`config.mk`:
```
export PLATFORM = sky130hd
export DESIGN_NAME = averaging_voltmeter_seven_segment
export DESIGN_NICKNAME = d
export VERILOG_FILES = /design/src/rtl/avsd_pkg.sv /design/src/rtl/averaging_voltmeter_seven_segment.sv /design/src/rtl/avsd_accum.sv /design/src/rtl/avsd_display.sv /design/src/rtl/avsd_skid.sv
export SDC_FILE = /design/constraint.sdc
export NUM_CORES = 1
export LEC_CHECK = 0
export BUFFER_PORTS_ARGS = -buffer_cell sky130_fd_sc_hd__buf_2
export CAP_MARGIN = 20
export CORE_ASPECT_RATIO = 0.75
export CORE_UTILIZATION = 60
export CTS_BUF_LIST = sky130_fd_sc_hd__clkbuf_8
export DETAILED_ROUTE_END_ITERATION = 8
export PLACE_DENSITY = 0.78
export SLEW_MARGIN = 40
export SYNTH_ARGS = -nofsm -noshare
export SYNTH_HDL_FRONTEND = slang
export SYNTH_SLANG_ARGS = --single-unit
```
`constraint.sdc`:
```
create_clock -name i_clk -period 4.3 [get_ports i_clk]
set_input_delay 0.86 -clock i_clk [delete_from_list [all_inputs] [get_ports i_clk]]
set_output_delay 0.86 -clock i_clk [all_outputs]
set_load 0.02 [all_outputs]
```
`src/rtl/avsd_pkg.sv`:
```
`timescale 1ns / 1ps
// ----------------------------------------------------------------------------
// avsd_pkg: averaging voltmeter seven-segment display package
// Transaction types, field widths and the segment pattern table shared by
// the datapath, the output stage and the port checker.
// ----------------------------------------------------------------------------
package avsd_pkg;

    // Field widths fixed by the interface
    localparam int SAMPLE_W = 10;
    localparam int SEG_W    = 7;
    localparam int HELD_W   = 6;
    localparam int MEAN_W   = 10;
    localparam int DIGIT_W  = 4;
    localparam int SCALE_W  = 16;

    // Scaling constants: tenths = (mean * 33 + 511) / 1023
    localparam logic [SCALE_W-1:0] SCALE_ROUND = SCALE_W'(511);

    // Action codes
    localparam logic ACT_SAMPLE = 1'b0;
    localparam logic ACT_TICK   = 1'b1;

    // Input transaction
    typedef struct packed {
        logic                action;
        logic [SAMPLE_W-1:0] sample;
    } t_in_item;

    // Output transaction
    typedef struct packed {
        logic [SEG_W-1:0] segments;
        logic             digit_select;
    } t_out_item;

    // Averaged sample or passing tick, handed from datapath to display stage
    typedef struct packed {
        logic              valid;
        logic              tick;
        logic              done;
        logic [MEAN_W-1:0] mean;
    } t_mean_item;

    // Segment patterns, bit0 = a .. bit6 = g, hex letters above nine
    localparam logic [SEG_W-1:0] SEG_TABLE [16] = '{
        7'h3F, 7'h06, 7'h5B, 7'h4F, 7'h66, 7'h6D, 7'h7D, 7'h07,
        7'h7F, 7'h6F, 7'h77, 7'h7C, 7'h39, 7'h5E, 7'h79, 7'h71
    };

endpackage

```
`src/rtl/averaging_voltmeter_seven_segment.sv`:
```
`timescale 1ns / 1ps
// ----------------------------------------------------------------------------
// averaging_voltmeter_seven_segment: averaging voltmeter display driver
// Averages converter samples over a burst, scales the mean to tenths of a
// volt and drives one multiplexed seven-segment digit per refresh tick.
// ----------------------------------------------------------------------------
// The block takes one transaction per clock while o_in_stall is low: a sample
// (action 0) or a refresh tick (action 1). Each tick yields one result, carried
// through the input register, accumulator, reciprocal multiplier and mean
// correction registers and the combinational display stage into the output
// register. Samples give no result. The output has a skid slot; o_in_stall
// rises only when the output register and the skid slot both hold results,
// and the whole pipe then holds. The display shows 00 until the first burst
// completes; digits alternate tens first.
module averaging_voltmeter_seven_segment #(
    parameter int SAMPLES_PER_BURST = 8
) (
    input  logic                 i_clk,
    input  logic                 i_rst_n,
    input  logic                 i_in_valid,
    output logic                 o_in_stall,
    input  avsd_pkg::t_in_item   i_in,
    output logic                 o_out_valid,
    input  logic                 i_out_stall,
    output avsd_pkg::t_out_item  o_out
);
    import avsd_pkg::*;

    logic        w_en;
    t_mean_item  w_mean;
    logic        w_res_valid;
    t_out_item   w_res;

    assign o_in_stall = !w_en;

    // Accumulate bursts and form the mean
    avsd_accum #(
        .SAMPLES_PER_BURST(SAMPLES_PER_BURST)
    ) u_accum (
        .i_clk   (i_clk),
        .i_rst_n (i_rst_n),
        .i_en    (w_en),
        .i_valid (i_in_valid),
        .i_item  (i_in),
        .o_mean  (w_mean)
    );

    // Scale, hold and select a digit
    avsd_display u_display (
        .i_clk       (i_clk),
        .i_rst_n     (i_rst_n),
        .i_en        (w_en),
        .i_mean      (w_mean),
        .o_res_valid (w_res_valid),
        .o_res       (w_res)
    );

    // Register results toward the consumer
    avsd_skid u_skid (
        .i_clk       (i_clk),
        .i_rst_n     (i_rst_n),
        .i_res_valid (w_res_valid),
        .i_res       (w_res),
        .o_en        (w_en),
        .o_out_valid (o_out_valid),
        .i_out_stall (i_out_stall),
        .o_out       (o_out)
    );

endmodule

```
`src/rtl/avsd_accum.sv`:
```
`timescale 1ns / 1ps
// ----------------------------------------------------------------------------
// avsd_accum: burst accumulator and mean
// Registers the input transaction, sums samples over one burst and divides
// the burst sum by the burst length through a reciprocal multiply with a
// single correction step. Ticks travel alongside in order.
// ----------------------------------------------------------------------------
module avsd_accum #(
    parameter int SAMPLES_PER_BURST = 8
) (
    input  logic                  i_clk,
    input  logic                  i_rst_n,
    input  logic                  i_en,
    input  logic                  i_valid,
    input  avsd_pkg::t_in_item    i_item,
    output avsd_pkg::t_mean_item  o_mean
);
    import avsd_pkg::*;

    localparam int SUM_W = SAMPLE_W + $clog2(SAMPLES_PER_BURST);
    localparam int CNT_W = (SAMPLES_PER_BURST > 1) ? $clog2(SAMPLES_PER_BURST) : 1;
    localparam int RSH   = SUM_W + 7;
    localparam longint unsigned RECIP_L = (64'd1 << RSH) / SAMPLES_PER_BURST;
    localparam logic [RSH:0]       RECIP = (RSH + 1)'(RECIP_L);
    localparam logic [CNT_W-1:0]   LAST  = CNT_W'(SAMPLES_PER_BURST - 1);
    localparam logic [SUM_W-1:0]   N_SUM = SUM_W'(SAMPLES_PER_BURST);

    // Input register
    logic               r_s0_valid;
    t_in_item           r_s0;

    // Accumulator state
    logic [SUM_W-1:0]   r_sum;
    logic [CNT_W-1:0]   r_cnt;

    // Stage 1: burst sum
    logic               r_s1_valid;
    logic               r_s1_tick;
    logic               r_s1_done;
    logic [SUM_W-1:0]   r_s1_sum;

    // Stage 2: reciprocal estimate
    logic               r_s2_valid;
    logic               r_s2_tick;
    logic               r_s2_done;
    logic [SUM_W-1:0]   r_s2_sum;
    logic [SUM_W-1:0]   r_s2_qest;

    // Stage 3: corrected mean
    logic               r_s3_valid;
    logic               r_s3_tick;
    logic               r_s3_done;
    logic [MEAN_W-1:0]  r_s3_mean;

    logic [SUM_W-1:0]       w_burst_sum;
    logic                   w_last;
    logic                   w_is_sample;
    logic [SUM_W+RSH:0]     w_prod;
    logic [SUM_W-1:0]       w_qn;
    logic [SUM_W-1:0]       w_rem;
    logic [SUM_W-1:0]       w_mean;

    // Add the incoming sample to the running burst sum
    assign w_is_sample = r_s0_valid && (r_s0.action == ACT_SAMPLE);
    assign w_burst_sum = r_sum + SUM_W'(r_s0.sample);
    assign w_last      = (r_cnt == LAST);

    // Estimate sum / N, low by at most one
    assign w_prod = {{(RSH + 1){1'b0}}, r_s1_sum} * {{SUM_W{1'b0}}, RECIP};

    // Correct the estimate with one compare
    assign w_qn   = r_s2_qest * N_SUM;
    assign w_rem  = r_s2_sum - w_qn;
    assign w_mean = (w_rem >= N_SUM) ? r_s2_qest + SUM_W'(1) : r_s2_qest;

    // Advance valid bits and accumulator state
    always_ff @(posedge i_clk) begin
        if (!i_rst_n) begin
            r_s0_valid <= 1'b0;
            r_s1_valid <= 1'b0;
            r_s2_valid <= 1'b0;
            r_s3_valid <= 1'b0;
            r_sum      <= '0;
            r_cnt      <= '0;
        end else if (i_en) begin
            r_s0_valid <= i_valid;
            r_s1_valid <= r_s0_valid;
            r_s2_valid <= r_s1_valid;
            r_s3_valid <= r_s2_valid;
            if (w_is_sample) begin
                if (w_last) begin
                    r_sum <= '0;
                    r_cnt <= '0;
                end else begin
                    r_sum <= w_burst_sum;
                    r_cnt <= r_cnt + CNT_W'(1);
                end
            end
        end
    end

    // Advance payload
    always_ff @(posedge i_clk) begin
        if (i_en) begin
            r_s0       <= i_item;
            r_s1_tick  <= (r_s0.action == ACT_TICK);
            r_s1_done  <= w_is_sample && w_last;
            r_s1_sum   <= w_burst_sum;
            r_s2_tick  <= r_s1_tick;
            r_s2_done  <= r_s1_done;
            r_s2_sum   <= r_s1_sum;
            r_s2_qest  <= w_prod[RSH +: SUM_W];
            r_s3_tick  <= r_s2_tick;
            r_s3_done  <= r_s2_done;
            r_s3_mean  <= w_mean[MEAN_W-1:0];
        end
    end

    assign o_mean = '{valid: r_s3_valid, tick: r_s3_tick, done: r_s3_done, mean: r_s3_mean};

endmodule

```
`src/rtl/avsd_display.sv`:
```
`timescale 1ns / 1ps
// ----------------------------------------------------------------------------
// avsd_display: voltage scaling and digit multiplexing
// Scales a finished burst mean to tenths of a volt and holds it. On a tick,
// splits the held value into tens and units and emits one digit pattern.
// ----------------------------------------------------------------------------
module avsd_display (
    input  logic                  i_clk,
    input  logic                  i_rst_n,
    input  logic                  i_en,
    input  avsd_pkg::t_mean_item  i_mean,
    output logic                  o_res_valid,
    output avsd_pkg::t_out_item   o_res
);
    import avsd_pkg::*;

    logic [HELD_W-1:0]  r_held;
    logic               r_show_tens;

    logic [SCALE_W-1:0] w_x;
    logic [SCALE_W-1:0] w_q;
    logic [DIGIT_W-1:0] w_tens;
    logic [HELD_W-1:0]  w_tens_x10;
    logic [HELD_W-1:0]  w_units_full;
    logic [DIGIT_W-1:0] w_units;
    logic               w_tick;

    // Scale: x = mean * 33 + 511, then x / 1023 as (x + x/1024 + 1) / 1024
    assign w_x = (SCALE_W'(i_mean.mean) << 5) + SCALE_W'(i_mean.mean) + SCALE_ROUND;
    assign w_q = (w_x + (w_x >> 10) + SCALE_W'(1)) >> 10;

    // Split the held value into decimal digits
    always_comb begin
        priority if (r_held >= HELD_W'(60)) w_tens = DIGIT_W'(6);
        else if (r_held >= HELD_W'(50))     w_tens = DIGIT_W'(5);
        else if (r_held >= HELD_W'(40))     w_tens = DIGIT_W'(4);
        else if (r_held >= HELD_W'(30))     w_tens = DIGIT_W'(3);
        else if (r_held >= HELD_W'(20))     w_tens = DIGIT_W'(2);
        else if (r_held >= HELD_W'(10))     w_tens = DIGIT_W'(1);
        else                                w_tens = DIGIT_W'(0);
    end

    assign w_tens_x10   = (HELD_W'(w_tens) << 3) + (HELD_W'(w_tens) << 1);
    assign w_units_full = r_held - w_tens_x10;
    assign w_units      = w_units_full[DIGIT_W-1:0];

    // Hold the scaled value and flip the digit on each tick
    assign w_tick = i_mean.valid && i_mean.tick;

    always_ff @(posedge i_clk) begin
        if (!i_rst_n) begin
            r_held      <= '0;
            r_show_tens <= 1'b1;
        end else if (i_en) begin
            if (i_mean.valid && !i_mean.tick && i_mean.done) begin
                r_held <= w_q[HELD_W-1:0];
            end
            if (w_tick) begin
                r_show_tens <= !r_show_tens;
            end
        end
    end

    // Drive one digit per tick
    assign o_res_valid        = w_tick;
    assign o_res.digit_select = r_show_tens;
    assign o_res.segments     = r_show_tens ? SEG_TABLE[w_tens] : SEG_TABLE[w_units];

endmodule

```
`src/rtl/avsd_skid.sv`:
```
`timescale 1ns / 1ps
// ----------------------------------------------------------------------------
// avsd_skid: output register with skid slot
// Registers each result and parks one more while the consumer stalls, so
// the datapath stops only when both slots hold a transaction.
// ----------------------------------------------------------------------------
module avsd_skid (
    input  logic                 i_clk,
    input  logic                 i_rst_n,
    input  logic                 i_res_valid,
    input  avsd_pkg::t_out_item  i_res,
    output logic                 o_en,
    output logic                 o_out_valid,
    input  logic                 i_out_stall,
    output avsd_pkg::t_out_item  o_out
);
    import avsd_pkg::*;

    logic        r_out_valid;
    t_out_item   r_out;
    logic        r_skid_valid;
    t_out_item   r_skid;
    logic        w_take;
    logic        w_push;

    assign o_en   = !r_skid_valid;
    assign w_take = r_out_valid && !i_out_stall;
    assign w_push = o_en && i_res_valid;

    // Track slot occupancy
    always_ff @(posedge i_clk) begin
        if (!i_rst_n) begin
            r_out_valid  <= 1'b0;
            r_skid_valid <= 1'b0;
        end else if (r_skid_valid) begin
            if (w_take) begin
                r_skid_valid <= 1'b0;
            end
        end else if (w_push) begin
            if (r_out_valid && !w_take) begin
                r_skid_valid <= 1'b1;
            end else begin
                r_out_valid <= 1'b1;
            end
        end else if (w_take) begin
            r_out_valid <= 1'b0;
        end
    end

    // Move payload
    always_ff @(posedge i_clk) begin
        if (r_skid_valid) begin
            if (w_take) begin
                r_out <= r_skid;
            end
        end else if (w_push) begin
            if (r_out_valid && !w_take) begin
                r_skid <= i_res;
            end else begin
                r_out <= i_res;
            end
        end
    end

    assign o_out_valid = r_out_valid;
    assign o_out       = r_out;

endmodule

```
==> qor.yml <==
htreeDepth: 3
coreArea_um2: 8560
setup_viol: 0
synth_cells: 515
root_buffer: "clkbuf_8"
grt_max_degree: 55
ys_seq_area_frac: 0.461
finalCritPeriodShare: 0.953
grt-ovfl-total: 0
ys_ff_latch: 92
tritoncts: "done"
totalWireLength_mm: 10.2
synth-xor-area-share: 0.0422
synth_top_area_frac: 0.353
synth_fa_ha_area_frac: 0.124
ys.flop_type: "edfxtp_1"
fp.dieW_um: 111
synth.distinct_cells: 69
hold_viol: 0
drc_errors: 0
drive_gt1_frac: 0.136
min_path_type: "reg -> reg"
grt_pass1_vias: 3662
maxCapViolations: 0
track_usage: 0.229
syn_avg_cell_area_um2: 10.4
clock-sinks: 92
yosys-top-cells-area: "edfxtp_1 (35%), ha_1 (12%), dfxtp_1 (11%), nor2_1 (2.9%), inv_1 (2.8%)"
syn2layout_area_growth_pct: 8.84
cp.required_ps: 4590
leakage_nw: 2.34
synth-edff-count: 63
worstPathMaxFanout: 7
status: "complete, no violations"
drt_iter0_markers: 258
final_net_count: 607
cts.path.max_buffers: 2
portBuffers: 24
start_util: 0.626
critPathKind: "reg -> reg"
p_sw_frac: 0.315
internal-power_mw: 1.52
final_antenna_net_count: 0
cts.clk_slew.worst_paths_ps: 90
synth_area_um2: 5360
rows: 29
drv_slew: 0
startpoint_type: "flip-flop"
die_h_um: 83.9
power_density_nw_per_um2: 381
synth.mux.area_fraction: 0.0296
numCtsBuffers: 9
synth_nets: 582
wl_per_cell_um: 15.7
antenna_cells: 0
worst_slew_pin_slew_ps: 732
clock_power_share: 0.267
drt-vias-per-instance: 6.09
period_minus_slack_ps: 4100
synth_area_leader_cell: "edfxtp_1"
pwr-share-comb: 0.273
ir_drop_v: 0.000259
dr_total_vias: 3978
yosys.area_share.simple: 0.139
max_freq_mhz: 244
synth_compound_area_frac: 0.159
yosysWarnings: 0
first_pass_iters: 4
synthArstFlopShare: 0
fin_skew_ps: 12.4
crit_arrival_ps: 4390
die_area_um2: 9320
grt_pass1_wl_mm: 16.9
hold_slack_ps: 427
p_seq_frac: 0.460
p_sw_mw: 0.700
clk_latency_ps: 360
ioPinCount: 25
critPathCaptureType: "flip-flop"
place_ws_ps: 20.9
hold_buffers: 0
antenna_found_initial: 0
dp_hpwl_mm: 7.47
gp_routability_congestion: 0.904
worst_slack_ps: 201
synth_top_family_by_area: "compound AO/OA/AOI/OAI gates"
relSlewSlack: 0.507
final timing paths:
path | end | from | slack [ps] | depth (start not counted)
worst min register to register | u_accum.r_s3_mean[4] | u_accum.r_s2_sum[7] | 430 | 0
worst max-delay path | u_display.r_held[4] | u_accum.r_s3_mean[6] | 200 | 17
worst max register to register | u_display.r_held[4] | u_accum.r_s3_mean[6] | 200 | 17
worst min-delay path | u_accum.r_s3_mean[4] | u_accum.r_s2_sum[7] | 430 | 0
sequential cells by signal, summed over array words and instances (netlist names):
register,count
u_skid.o_out_valid,1
u_accum.r_s2_tick,1
u_accum.r_s2_valid,1
u_accum.r_s3_valid,1
u_accum.r_s2_done,1
u_accum.r_s0,11
u_skid.r_skid_valid,1
u_accum.r_s3_tick,1
u_accum.r_s2_sum,10
u_accum.r_s3_done,1
u_accum.r_cnt,3
u_display.r_held,6
u_accum.r_s0_valid,1
u_accum.r_sum,13
u_accum.r_s1_valid,1
u_accum.r_s3_mean,10
u_accum.r_s1_tick,1
u_display.r_show_tens,1
u_skid.o_out,8
u_skid.r_skid,8
u_accum.r_s1_sum,10
u_accum.r_s1_done,1
per-layer routing:
metal,part of all wire,track usage
met5,0,0
met4,0.015,0.0737
met3,0.066,0.0501
met2,0.45,0.351
met1,0.47,0.324
per-stage QoR:
stage	cell area, um2	std cells	power (mW)	util	TNS [ps]
finish	5840	653	2.22	0.682	0
global placement	5560	632	1.58	0.649	0
global route	5840	653	2.33	0.682	-12.1
detailed placement	5560	632	1.60	0.649	0
CTS	5770	648	2.19	0.674	0
floorplan	5360	515	1.47	-	0
kinds of logic (layout without fill, tap and decap cells):
logic type,after synthesis,after routing
muxes,14,14
and+or+nand+nor,147,147
AOI/OAI and AO/OA,125,125
adders and majority gates,52,52
xor gates and xnor gates,25,25
DFF,92,92
buffers and inverters,60,90
what timing repair did:
| item | in CTS | in global routing |
|---|---|---|
| setup endpoints to repair | 1 | 6 |
| setup buffers | 0 | 5 |
| pin swaps | 0 | 1 |
| resized for setup | 1 | 7 |
cells in the final DEF (no fill, tap or decap), drive strengths merged, types with 3 or more instances in the layout:
cell type   n
ha         50
nor3b       7
nor2       41
inv        47
or3         5
xor2        7
dfxtp      29
mux2        5
a31oi       7
a22oi      10
nand3      18
mux2i       8
a21o        8
clkbuf      9
a21oi      20
nor3       10
buf        33
nand2b      5
or4         3
edfxtp     63
a211oi      6
a211o       3
o2111ai     3
a2111oi     3
o31ai       3
xnor2      18
nor2b       9
nand2      33
o21ai      31
o211ai      5
cells in the mapped netlist (3+ instances only):
cell type	number
a2111oi_0	3
a211o_1	3
a211oi_1	6
a21o_1	8
a21oi_1	20
a22oi_1	10
a31oi_1	7
buf_2	3
clkbuf_1	13
dfxtp_1	29
edfxtp_1	63
ha_1	50
inv_1	40
mux2_2	5
mux2i_1	8
nand2_1	33
nand2b_1	5
nand3_1	17
nor2_1	41
nor2b_1	9
nor3_1	10
nor3b_1	7
o2111ai_1	3
o211ai_1	5
o21ai_0	27
o21ai_1	4
o31ai_1	3
or3_1	5
or4_1	3
xnor2_1	17
xor2_1	7
worst max-delay path: stages, from the launching register on:
cell and delay (ps):
edfxtp_1 460, inv_1 70, ha_1 270, inv_1 40, ha_1 370, or2_2 330
a21o_1 200, a31o_2 250, a21oi_2 200, xnor2_2 140, ha_1 300, o21ai_0 70
nand2b_1 130, a211o_1 150, o41ai_2 70, a211o_1 330, or4b_1 540, o211ai_1 110
power groups by stage:
stage / sequential, mW / clock [mW] / combinational (mW)
2_1_floorplan: 1.03 / 0 / 0.437
3_3_place_gp: 1.04 / 0 / 0.536
3_5_place_dp: 1.04 / 0 / 0.553
4_1_cts: 1.02 / 0.608 / 0.561
5_1_grt: 1.03 / 0.637 / 0.666
6_report: 1.02 / 0.594 / 0.606
final cells by class:
type | instances | area [um2]
Timing Repair Buffer | 33 | 188
Inverter | 41 | 154
Fill cell | 647 | 2730
Sequential cell | 92 | 2470
Clock buffer | 9 | 124
Multi-Input combinational cell | 363 | 2690
Clock inverter | 7 | 77.6
Tap cell | 108 | 135
(Power assumes the default switching activity.)
